==> config.mk <==
export PLATFORM = sky130hd
export DESIGN_NAME = fat_chain_allocator
export DESIGN_NICKNAME = d
export VERILOG_FILES = /design/src/sv/fca_pkg.sv /design/src/sv/fca_ram.sv /design/src/sv/fca_ctrl.sv /design/src/sv/fca_dpath.sv /design/src/sv/fat_chain_allocator.sv
export VERILOG_INCLUDE_DIRS = /design/src /design/src/sv
export SDC_FILE = /design/constraint.sdc
export NUM_CORES = 2
export LEC_CHECK = 0
export ABC_AREA = 1
export BUFFER_PORTS_ARGS = -buffer_cell sky130_fd_sc_hd__buf_2
export CORE_MARGIN = 2
export CORE_UTILIZATION = 50
export DETAILED_ROUTE_END_ITERATION = 6
export HOLD_SLACK_MARGIN = 0.05
export PLACE_DENSITY = 0.75
export SYNTH_ARGS = -nofsm -noshare
export SYNTH_HDL_FRONTEND = slang
export SYNTH_SLANG_ARGS = --single-unit
==> constraint.sdc <==
create_clock -name i_clk -period 17.4 [get_ports i_clk]
set_clock_uncertainty 0.15 [all_clocks]
set_input_delay 3.48 -clock i_clk [delete_from_list [all_inputs] [get_ports i_clk]]
set_output_delay 3.48 -clock i_clk [all_outputs]
set_load 0.02 [all_outputs]
==> src/sv/fat_chain_allocator_macros.svh <==
// assertion macros for the allocator, clocked on i_clk, off while i_rst_n is low
`ifndef FAT_CHAIN_ALLOCATOR_MACROS_SVH
`define FAT_CHAIN_ALLOCATOR_MACROS_SVH

// consequent checked in the same cycle as the antecedent
`define FCA_ASSERT_NOW(lbl, ante, cons, msg) \
    lbl: assert property (@(posedge i_clk) disable iff (!i_rst_n) (ante) |-> (cons)) \
        else $error(msg);

// consequent checked in the cycle after the antecedent
`define FCA_ASSERT_NXT(lbl, ante, cons, msg) \
    lbl: assert property (@(posedge i_clk) disable iff (!i_rst_n) (ante) |=> (cons)) \
        else $error(msg);

`endif

==> src/sv/fca_pkg.sv <==
package fca_pkg;

    // fixed field widths of the request and result
    localparam int KEY_W    = 16;
    localparam int CNT_W    = 8;
    localparam int STATUS_W = 3;
    localparam int START_W  = 8;
    localparam int FREE_W   = 8;

    // request function codes
    localparam logic FN_CREATE = 1'b0;
    localparam logic FN_DELETE = 1'b1;

    typedef enum logic [STATUS_W-1:0] {
        ST_OK        = 3'd0,
        ST_TOO_BIG   = 3'd1,
        ST_EXISTS    = 3'd2,
        ST_NOT_FOUND = 3'd3,
        ST_DIR_FULL  = 3'd4
    } t_status;

    typedef struct packed {
        logic             func;
        logic [KEY_W-1:0] file_key;
        logic [CNT_W-1:0] block_count;
    } t_req;

    typedef struct packed {
        t_status           status;
        logic [START_W-1:0] start_block;
        logic [FREE_W-1:0]  free_blocks;
    } t_resp;

    typedef enum logic [3:0] {
        S_CLEAR,
        S_IDLE,
        S_PRECHK,
        S_DSCAN,
        S_ASCAN,
        S_AFIN,
        S_WREAD,
        S_WEVAL,
        S_DFIN
    } t_state;

    // controller to datapath
    typedef struct packed {
        logic    latch;
        logic    scan_init;
        logic    scan_blk;
        logic    clear;
        logic    dscan;
        logic    ascan;
        logic    afin;
        logic    walk_init;
        logic    walk_free;
        logic    dfin;
        logic    result;
        t_status status;
    } t_cmd;

    // datapath to controller
    typedef struct packed {
        logic func;
        logic too_big;
        logic found;
        logic empty_found;
        logic scan_end;
        logic alloc_done;
        logic walk_done;
        logic chain_free;
        logic clear_done;
    } t_stat;

endpackage

==> src/sv/fca_ram.sv <==
module fca_ram #(
    parameter int WIDTH = 8,
    parameter int DEPTH = 16,
    localparam int AW = (DEPTH > 1) ? $clog2(DEPTH) : 1
) (
    input  logic             i_clk,
    input  logic             i_we,
    input  logic [AW-1:0]    i_waddr,
    input  logic [WIDTH-1:0] i_wdata,
    input  logic [AW-1:0]    i_raddr,
    output logic [WIDTH-1:0] o_rdata
);

    logic [WIDTH-1:0] r_mem [DEPTH];
    logic [WIDTH-1:0] r_rdata;

    always_ff @(posedge i_clk) begin
        if (i_we) begin
            r_mem[i_waddr] <= i_wdata;
        end
        r_rdata <= r_mem[i_raddr];
    end

    assign o_rdata = r_rdata;

endmodule

==> src/sv/fca_ctrl.sv <==
module fca_ctrl import fca_pkg::*; (
    input  logic  i_clk,
    input  logic  i_rst_n,
    input  logic  i_start,
    input  t_stat i_stat,
    output t_cmd  o_cmd,
    output logic  o_busy
);

    t_state r_state;
    t_state n_state;

    always_ff @(posedge i_clk) begin
        if (!i_rst_n) begin
            r_state <= S_CLEAR;
        end else begin
            r_state <= n_state;
        end
    end

    always_comb begin
        n_state      = r_state;
        o_cmd        = '0;
        o_cmd.status = ST_OK;
        unique case (r_state)
            S_CLEAR: begin
                o_cmd.clear = 1'b1;
                if (i_stat.clear_done) begin
                    n_state = S_IDLE;
                end
            end
            S_IDLE: begin
                if (i_start) begin
                    o_cmd.latch = 1'b1;
                    n_state     = S_PRECHK;
                end
            end
            S_PRECHK: begin
                if (i_stat.func == FN_CREATE && i_stat.too_big) begin
                    o_cmd.result = 1'b1;
                    o_cmd.status = ST_TOO_BIG;
                    n_state      = S_IDLE;
                end else begin
                    o_cmd.scan_init = 1'b1;
                    n_state         = S_DSCAN;
                end
            end
            S_DSCAN: begin
                o_cmd.dscan = 1'b1;
                if (i_stat.found || i_stat.scan_end) begin
                    if (i_stat.func == FN_DELETE) begin
                        if (i_stat.found) begin
                            o_cmd.walk_init = 1'b1;
                            n_state         = S_WREAD;
                        end else begin
                            o_cmd.result = 1'b1;
                            o_cmd.status = ST_NOT_FOUND;
                            n_state      = S_IDLE;
                        end
                    end else if (i_stat.found) begin
                        o_cmd.result = 1'b1;
                        o_cmd.status = ST_EXISTS;
                        n_state      = S_IDLE;
                    end else if (!i_stat.empty_found) begin
                        o_cmd.result = 1'b1;
                        o_cmd.status = ST_DIR_FULL;
                        n_state      = S_IDLE;
                    end else begin
                        o_cmd.scan_init = 1'b1;
                        o_cmd.scan_blk  = 1'b1;
                        n_state         = S_ASCAN;
                    end
                end
            end
            S_ASCAN: begin
                o_cmd.ascan = 1'b1;
                if (i_stat.alloc_done) begin
                    n_state = S_AFIN;
                end
            end
            S_AFIN: begin
                o_cmd.afin   = 1'b1;
                o_cmd.result = 1'b1;
                n_state      = S_IDLE;
            end
            S_WREAD: begin
                if (i_stat.walk_done) begin
                    n_state = S_DFIN;
                end else begin
                    n_state = S_WEVAL;
                end
            end
            S_WEVAL: begin
                if (i_stat.chain_free) begin
                    n_state = S_DFIN;
                end else begin
                    o_cmd.walk_free = 1'b1;
                    n_state         = S_WREAD;
                end
            end
            S_DFIN: begin
                o_cmd.dfin   = 1'b1;
                o_cmd.result = 1'b1;
                n_state      = S_IDLE;
            end
            default: begin
                n_state = S_CLEAR;
            end
        endcase
    end

    assign o_busy = (r_state != S_IDLE);

endmodule

==> src/sv/fca_dpath.sv <==
module fca_dpath import fca_pkg::*; #(
    parameter int NUM_BLOCKS = 128,
    parameter int NUM_SLOTS  = 32,
    parameter int KEY_BITS   = 16
) (
    input  logic  i_clk,
    input  logic  i_rst_n,
    input  t_req  i_req,
    input  t_cmd  i_cmd,
    output t_stat o_stat,
    output t_resp o_resp,
    output logic  o_done
);

    localparam int BW       = $clog2(NUM_BLOCKS);
    localparam int SAW      = (NUM_SLOTS > 1) ? $clog2(NUM_SLOTS) : 1;
    localparam int IW       = (BW > SAW) ? BW : SAW;
    localparam int CW       = $clog2(NUM_BLOCKS + 2);
    localparam int FW       = $clog2(NUM_BLOCKS + 1);
    localparam int KW       = (KEY_BITS < KEY_W) ? KEY_BITS : KEY_W;
    localparam int DW       = 1 + KW + CW + CNT_W;
    localparam int CMPW     = (FW > CNT_W) ? FW : CNT_W;
    localparam int CLR_LAST = ((NUM_BLOCKS > NUM_SLOTS) ? NUM_BLOCKS : NUM_SLOTS) - 1;

    localparam logic [CW-1:0] C_END  = CW'(NUM_BLOCKS);
    localparam logic [CW-1:0] C_FREE = CW'(NUM_BLOCKS + 1);

    typedef struct packed {
        logic             valid;
        logic [KW-1:0]    key;
        logic [CW-1:0]    start;
        logic [CNT_W-1:0] count;
    } t_dir_ent;

    // scan control
    logic [IW-1:0]    r_idx, n_idx;
    logic             r_issued_all, n_issued_all;
    logic             r_rd_vld, n_rd_vld;
    logic [IW-1:0]    r_rd_idx, n_rd_idx;
    logic             r_scan_end, n_scan_end;
    logic             r_blk_mode, n_blk_mode;
    // directory search
    logic             r_found, n_found;
    logic             r_empty_found, n_empty_found;
    logic [SAW-1:0]   r_match_idx, n_match_idx;
    logic [SAW-1:0]   r_empty_idx, n_empty_idx;
    logic [CW-1:0]    r_match_start, n_match_start;
    logic [CNT_W-1:0] r_match_cnt, n_match_cnt;
    // allocation and walk
    t_req             r_req, n_req;
    logic [CNT_W-1:0] r_taken, n_taken;
    logic [BW-1:0]    r_prev, n_prev;
    logic [CW-1:0]    r_start, n_start;
    logic [CW-1:0]    r_cur, n_cur;
    logic [FW-1:0]    r_steps, n_steps;
    logic [FW-1:0]    r_free, n_free;
    // result
    t_resp            r_resp, n_resp;
    logic             r_done, n_done;

    logic             chain_we;
    logic [BW-1:0]    chain_waddr;
    logic [CW-1:0]    chain_wdata;
    logic [BW-1:0]    chain_raddr;
    logic [CW-1:0]    chain_rdata;
    logic             dir_we;
    logic [SAW-1:0]   dir_waddr;
    t_dir_ent         dir_wdata;
    logic [DW-1:0]    dir_rdata;
    t_dir_ent         dir_ent;

    logic [IW-1:0]    scan_last;
    logic [CMPW:0]    free_sum;
    logic             take;

    assign dir_ent   = t_dir_ent'(dir_rdata);
    assign scan_last = r_blk_mode ? IW'(NUM_BLOCKS - 1) : IW'(NUM_SLOTS - 1);
    assign free_sum  = (CMPW + 1)'(r_free) + (CMPW + 1)'(r_match_cnt);
    assign take      = i_cmd.ascan && r_rd_vld && (chain_rdata == C_FREE)
                       && (r_taken != r_req.block_count);

    assign chain_raddr = i_cmd.ascan ? r_idx[BW-1:0] : r_cur[BW-1:0];

    fca_ram #(.WIDTH(CW), .DEPTH(NUM_BLOCKS)) u_chain_ram (
        .i_clk   (i_clk),
        .i_we    (chain_we),
        .i_waddr (chain_waddr),
        .i_wdata (chain_wdata),
        .i_raddr (chain_raddr),
        .o_rdata (chain_rdata)
    );

    fca_ram #(.WIDTH(DW), .DEPTH(NUM_SLOTS)) u_dir_ram (
        .i_clk   (i_clk),
        .i_we    (dir_we),
        .i_waddr (dir_waddr),
        .i_wdata (DW'(dir_wdata)),
        .i_raddr (r_idx[SAW-1:0]),
        .o_rdata (dir_rdata)
    );

    // memory write ports
    always_comb begin
        chain_we    = 1'b0;
        chain_waddr = r_prev;
        chain_wdata = C_END;
        dir_we      = 1'b0;
        dir_waddr   = r_empty_idx;
        dir_wdata   = '0;
        if (i_cmd.clear) begin
            chain_we    = ({1'b0, r_idx} < (IW + 1)'(NUM_BLOCKS));
            chain_waddr = r_idx[BW-1:0];
            chain_wdata = C_FREE;
            dir_we      = ({1'b0, r_idx} < (IW + 1)'(NUM_SLOTS));
            dir_waddr   = r_idx[SAW-1:0];
        end else if (take) begin
            // link the previous block to the one just found
            chain_we    = (r_taken != '0);
            chain_wdata = CW'(r_rd_idx[BW-1:0]);
        end else if (i_cmd.afin) begin
            chain_we        = (r_taken != '0);
            dir_we          = 1'b1;
            dir_wdata.valid = 1'b1;
            dir_wdata.key   = r_req.file_key[KW-1:0];
            dir_wdata.start = r_start;
            dir_wdata.count = r_taken;
        end else if (i_cmd.walk_free) begin
            chain_we    = 1'b1;
            chain_waddr = r_cur[BW-1:0];
            chain_wdata = C_FREE;
        end else if (i_cmd.dfin) begin
            dir_we    = 1'b1;
            dir_waddr = r_match_idx;
        end
    end

    always_comb begin
        n_idx         = r_idx;
        n_issued_all  = r_issued_all;
        n_rd_vld      = 1'b0;
        n_rd_idx      = r_rd_idx;
        n_scan_end    = r_scan_end;
        n_blk_mode    = r_blk_mode;
        n_found       = r_found;
        n_empty_found = r_empty_found;
        n_match_idx   = r_match_idx;
        n_empty_idx   = r_empty_idx;
        n_match_start = r_match_start;
        n_match_cnt   = r_match_cnt;
        n_req         = r_req;
        n_taken       = r_taken;
        n_prev        = r_prev;
        n_start       = r_start;
        n_cur         = r_cur;
        n_steps       = r_steps;
        n_free        = r_free;
        n_resp        = r_resp;
        n_done        = 1'b0;

        if (i_cmd.latch) begin
            n_req         = i_req;
            n_found       = 1'b0;
            n_empty_found = 1'b0;
            n_taken       = '0;
            n_start       = C_END;
        end

        if (i_cmd.clear) begin
            n_idx = r_idx + IW'(1);
        end else if (i_cmd.scan_init) begin
            n_idx        = '0;
            n_issued_all = 1'b0;
            n_scan_end   = 1'b0;
            n_blk_mode   = i_cmd.scan_blk;
        end else if (i_cmd.dscan || i_cmd.ascan) begin
            n_rd_vld = !r_issued_all;
            n_rd_idx = r_idx;
            if (!r_issued_all) begin
                if (r_idx == scan_last) begin
                    n_issued_all = 1'b1;
                end else begin
                    n_idx = r_idx + IW'(1);
                end
            end
            if (r_rd_vld && r_rd_idx == scan_last) begin
                n_scan_end = 1'b1;
            end
        end

        // directory compare on the entry read last cycle
        if (i_cmd.dscan && r_rd_vld) begin
            if (dir_ent.valid && dir_ent.key == r_req.file_key[KW-1:0] && !r_found) begin
                n_found       = 1'b1;
                n_match_idx   = r_rd_idx[SAW-1:0];
                n_match_start = dir_ent.start;
                n_match_cnt   = dir_ent.count;
            end
            if (!dir_ent.valid && !r_empty_found) begin
                n_empty_found = 1'b1;
                n_empty_idx   = r_rd_idx[SAW-1:0];
            end
        end

        if (take) begin
            if (r_taken == '0) begin
                n_start = CW'(r_rd_idx[BW-1:0]);
            end
            n_prev  = r_rd_idx[BW-1:0];
            n_taken = r_taken + CNT_W'(1);
        end

        if (i_cmd.afin) begin
            n_free = r_free - FW'(r_taken);
        end

        if (i_cmd.walk_init) begin
            n_cur   = r_match_start;
            n_steps = '0;
            n_start = r_match_start;
        end

        if (i_cmd.walk_free) begin
            n_cur   = chain_rdata;
            n_steps = r_steps + FW'(1);
        end

        if (i_cmd.dfin) begin
            if (free_sum > (CMPW + 1)'(NUM_BLOCKS)) begin
                n_free = FW'(NUM_BLOCKS);
            end else begin
                n_free = FW'(free_sum);
            end
        end

        if (i_cmd.result) begin
            n_done             = 1'b1;
            n_resp.status      = i_cmd.status;
            n_resp.start_block = (i_cmd.status == ST_OK) ? START_W'(n_start) : START_W'(C_END);
            n_resp.free_blocks = FREE_W'(n_free);
        end
    end

    // control state
    always_ff @(posedge i_clk) begin
        if (!i_rst_n) begin
            r_idx         <= '0;
            r_issued_all  <= 1'b0;
            r_rd_vld      <= 1'b0;
            r_scan_end    <= 1'b0;
            r_blk_mode    <= 1'b0;
            r_found       <= 1'b0;
            r_empty_found <= 1'b0;
            r_free        <= FW'(NUM_BLOCKS);
            r_done        <= 1'b0;
        end else begin
            r_idx         <= n_idx;
            r_issued_all  <= n_issued_all;
            r_rd_vld      <= n_rd_vld;
            r_scan_end    <= n_scan_end;
            r_blk_mode    <= n_blk_mode;
            r_found       <= n_found;
            r_empty_found <= n_empty_found;
            r_free        <= n_free;
            r_done        <= n_done;
        end
    end

    // payload
    always_ff @(posedge i_clk) begin
        r_rd_idx      <= n_rd_idx;
        r_match_idx   <= n_match_idx;
        r_empty_idx   <= n_empty_idx;
        r_match_start <= n_match_start;
        r_match_cnt   <= n_match_cnt;
        r_req         <= n_req;
        r_taken       <= n_taken;
        r_prev        <= n_prev;
        r_start       <= n_start;
        r_cur         <= n_cur;
        r_steps       <= n_steps;
        r_resp        <= n_resp;
    end

    assign o_stat.func        = r_req.func;
    assign o_stat.too_big     = (CMPW'(r_req.block_count) > CMPW'(r_free));
    assign o_stat.found       = r_found;
    assign o_stat.empty_found = r_empty_found;
    assign o_stat.scan_end    = r_scan_end;
    assign o_stat.alloc_done  = (r_taken == r_req.block_count) || r_scan_end;
    assign o_stat.walk_done   = (r_cur >= C_END) || (r_steps >= FW'(NUM_BLOCKS));
    assign o_stat.chain_free  = (chain_rdata == C_FREE);
    assign o_stat.clear_done  = (r_idx == IW'(CLR_LAST));

    assign o_resp = r_resp;
    assign o_done = r_done;

endmodule

==> src/sv/fat_chain_allocator.sv <==
// Linked file allocator: each request creates or deletes a file named by a numeric key.
// A request is taken when start is high and busy is low; its single result appears on
// o_resp for exactly one cycle with o_done high and cannot be held off by the receiver.
// After reset the block clears its allocation table and directory, one entry of each per
// cycle, and stays busy until the clearing pass is done. A create walks the directory
// memory once, one slot per cycle, stopping early if the key is found, then scans the
// table memory from block 0 upward one block per cycle until the requested count is
// taken. A delete stops the directory search at the matching slot, then frees its chain
// one block at a time, reading each link before freeing its block (the next link is
// known only once the registered table read returns). Rejections (too big, duplicate,
// not found, directory full) return right after the check that fails.
`include "fat_chain_allocator_macros.svh"

module fat_chain_allocator import fca_pkg::*; #(
    parameter int NUM_BLOCKS = 128,
    parameter int NUM_SLOTS  = 32,
    parameter int KEY_BITS   = 16
) (
    input  logic  i_clk,
    input  logic  i_rst_n,
    input  logic  start,
    input  t_req  i_req,
    output logic  busy,
    output logic  o_done,
    output t_resp o_resp
);

    // command and status between sequencer and datapath
    t_cmd  cmd;
    t_stat stat;

    // sequencer: clearing pass, directory search, allocation scan, chain walk
    fca_ctrl u_ctrl (
        .i_clk   (i_clk),
        .i_rst_n (i_rst_n),
        .i_start (start),
        .i_stat  (stat),
        .o_cmd   (cmd),
        .o_busy  (busy)
    );

    // datapath: table and directory memories, scan counters, free count, result register
    fca_dpath #(
        .NUM_BLOCKS (NUM_BLOCKS),
        .NUM_SLOTS  (NUM_SLOTS),
        .KEY_BITS   (KEY_BITS)
    ) u_dpath (
        .i_clk   (i_clk),
        .i_rst_n (i_rst_n),
        .i_req   (i_req),
        .i_cmd   (cmd),
        .o_stat  (stat),
        .o_resp  (o_resp),
        .o_done  (o_done)
    );

    // a taken request keeps the block busy into the next cycle
    `FCA_ASSERT_NXT(a_req_busy, start && !busy, busy, "request taken but block not busy")
    // every request passes the check state before its result, so strobes never touch
    `FCA_ASSERT_NXT(a_done_pulse, o_done, !o_done, "result strobe longer than one cycle")
    // an error result never reports a chain
    `FCA_ASSERT_NOW(a_err_nochain, o_done && o_resp.status != ST_OK,
        o_resp.start_block == START_W'(NUM_BLOCKS), "error result carries a start block")
    // the result is shown only when the sequencer is back at rest
    `FCA_ASSERT_NOW(a_done_idle, o_done, !busy, "result shown while still busy")

endmodule
==> impl_metrics.toml <==
[status]
status = "finished, final reports clean"

[sta]
report.final.slew_viol_count = 0
relSlewSlack_pct = 12.9
finalCritPeriodShare_pct = 33.6
period_minus_slack_ns = 5.85
hold_viol = 0
rsz0062_at_grt = "false"
setup_viol = 0
fmax_mhz = 171
tightest_slew_ns = 1.30
setup-tns-final_ns = 0
hold_ws_ns = 0.256

[synth]
synth_largest_area_cell = "edfxtp_1"
synth.avg_cell_area_sq_um = 11.3
synth_edf_count = 2188
synth.most_common_cell = "edfxtp_1"
async_flop_share_pct = 0
synth_top_area_share_pct = 69.7
syn-instance-count = 8338
ys_seq_area_share_pct = 71.3
synth.area.top_cells = "edfxtp_1 70%, nand3_1 6.0%, nand2_1 5.4%"
yosys-top-cells-count = "2188 x edfxtp_1, 1365 x nand2_1, 1143 x inv_1"
synthDistinctLibCells = 46
synthFlopType = "edfxtp_1"
syn_nets = 8399
yosys_warnings = 0
synth-seq-cells = 2263
syn_area_sq_um = 94300

[power]
cellInternalPower_w = 0.00855
power.leakage_nw = 40.3
p_per_area_nw_per_um2 = 105
power_frac_seq_pct = 54.8
ir_drop_mv = 0.110
p_sw_w = 0.00237
clockPowerShare_pct = 41.3
swShare_pct = 21.7
p_comb_share_pct = 3.9

[finish]
final_nets = 8330
seq_area_sq_um = 67200
multi_input_area_sq_um = 21300
postLayoutCellArea_sq_um = 104000
final_core_util_pct = 55.4
fillers = 14747
drive_gt1_share_pct = 6.59
syn2layout_area_growth_pct = 10.3
fin_cells = 10943

[routing]
num_vias = 63767
vias_per_cell = 5.83
avgRoutedWirePerCell_um = 22.7
first_pass_iters = 6
ant_nets = 0
first_iter_violations = 9030
routed_wl_mm = 248
drc = 0

[grt]
grt-ovfl-total = 0
antenna_found_initial = 1
grt_pass1_wl_mm = 370
grt_pass1_vias = 61329
grt_max_degree = 228
grt.total_usage_pct = 25.3

[floorplanning]
die_area_sq_um = 192000
die_h_um = 438
fp.dieW_um = 438
pin_count = 49
start_util_pct = 50.3
core_sq_um = 188000
placementRows = 159

[placed_design]
dp.cells = 10547
gp_congestion = 0.859
port_buffers = 48
placed_area_sq_um = 97200
dpl.hpwl_mm = 136

[worst_setup_path]
setup.worst_path.start_class = "register"
critical_path_class = "reg -> reg"
cp.arrival_ns = 6.43
crit_required_ns = 17.98
worstPathMaxFanout = 115
endpoint_kind = "register"

[clocking]
clkTransAtPathRegs_ns = 0.06
cts.sinks = 2263
cts_tree = "done"
clockBufferDepth = 3
clkLatencyLatePin_ns = 0.86
cts_setup_buffers = 0
ctsHoldBuffers = 0
root_buffer = "clkbuf_16"
cts.htree.levels = 4
cts.repair.resized = 0
cts_made_buffers = 215

[flow_run]
cap_violations = 0

[worst_hold_path]
hp-class = "reg -> reg"
[sequential cells by signal, indices dropped and copies added, names as in the netlist, 19 cells and up]
name,count
u_dpath.u_dir_ram.o_rdata,33
u_dpath.o_resp,19
u_dpath.u_dir_ram.r_mem,1056
u_dpath.u_chain_ram.r_mem,1024
u_dpath.r_req,24
[power by group through the flow]
stage | combinational, W | clock (W) | sequential (W)
floorplan | 0.000269 | 0 | 0.00608
global placement | 0.000399 | 0 | 0.00609
detailed placement | 0.000413 | 0 | 0.00609
CTS | 0.000417 | 0.00453 | 0.00598
global route | 0.000458 | 0.00474 | 0.00598
finish | 0.000427 | 0.00451 | 0.00598
[path summary, 6_finish.rpt]
kind | start | end | slack (ns) | depth (start not counted)
max | u_dpath.r_idx[0] | u_dpath.u_chain_ram.o_rdata[7] | 11.55 | 15
min | u_dpath.u_dir_ram.o_rdata[3] | u_dpath.r_match_cnt[3] | 0.26 | 0
min reg2reg | u_dpath.u_dir_ram.o_rdata[3] | u_dpath.r_match_cnt[3] | 0.26 | 0
max reg2reg | u_dpath.r_idx[0] | u_dpath.u_chain_ram.o_rdata[7] | 11.55 | 15
[worst max-delay path: stages, from the launching register on]
cell     delay, ns
dfxtp_4       0.51
inv_8         0.50
nand3_2       0.14
buf_4         0.37
nand2_4       0.75
buf_4         0.99
buf_4         0.99
nand2_1       0.11
nand3_1       0.13
nand3_1       0.08
nand3_1       0.16
nand3_1       0.17
nand3_1       0.14
nand2_1       0.07
nand2_1       0.06
nand2_1       0.06
[routing by layer]
| metal | GRT usage, % | vias to the layer above | routed length [um] |
|---|---|---|---|
| li1 | - | 28470 | - |
| met2 | 41.7 | 3849 | 120000 |
| met1 | 32.0 | 30762 | 89700 |
| met5 | 0 | - | 0 |
| met4 | 12.8 | 0 | 13000 |
| met3 | 4.90 | 686 | 25800 |
[area by class of cell]
class / instances / share of cell area [%]
antenna: 1 / 0.00241
clock buffer: 280 / 5.46
clock inverter: 115 / 1.01
inverter: 1147 / 4.16
multi-input combinational: 4465 / 20.5
sequential: 2263 / 64.6
tap: 2495 / 3.00
timing repair buffer: 177 / 1.25
[through the flow]
step	total power (W)	setup slack, ns
2_1_floorplan	0.00635	9.84
3_3_place_gp	0.00649	11.96
3_5_place_dp	0.00650	11.83
4_1_cts	0.0109	11.75
5_1_grt	0.0112	11.26
6_report	0.0109	11.55
[placed cells by master (no fill, tap or decap), types with 4 or more instances in the layout]
| cell | n |
|---|---|
| edfxtp_1 | 2188 |
| nand2_1 | 1360 |
| inv_1 | 1137 |
| nand3_1 | 1128 |
| nor2_1 | 786 |
| o21ai_0 | 602 |
| clkbuf_16 | 216 |
| o22ai_1 | 161 |
| buf_4 | 122 |
| o221ai_1 | 105 |
| dfxtp_1 | 71 |
| clkbuf_1 | 61 |
| clkinv_1 | 53 |
| a21oi_1 | 49 |
| buf_2 | 48 |
| nand4_1 | 46 |
| nor2_4 | 44 |
| clkinv_2 | 35 |
| o211ai_1 | 34 |
| ha_1 | 31 |
| xor2_1 | 18 |
| nor3_1 | 14 |
| bufinv_16 | 12 |
| nand3_2 | 10 |
| or2_2 | 8 |
| nor2_2 | 7 |
| a31oi_1 | 7 |
| inv_16 | 7 |
| buf_12 | 7 |
| xnor2_1 | 6 |
| nand3b_1 | 5 |
| nor3b_1 | 5 |
| o21ai_4 | 5 |
| nor4_1 | 4 |
| o21ai_1 | 4 |
| clkinv_8 | 4 |
[cells by family (layout without fill, tap and decap cells)]
family                   after synthesis  after routing  share of synthesized area (%)
AO/OA/AOI/OAI                        983            983                           6.03
adder cells (fa/ha/maj)               33             33                          0.454
flip-flops                          2263           2263                           71.3
AND/OR/NAND/NOR                     3425           3425                           15.4
buffers and inverters               1610           1719                           6.60
XOR/XNOR                              24             24                          0.223
other                                  0              1                              0
No activity file was read; power rests on OpenSTA's default activity.
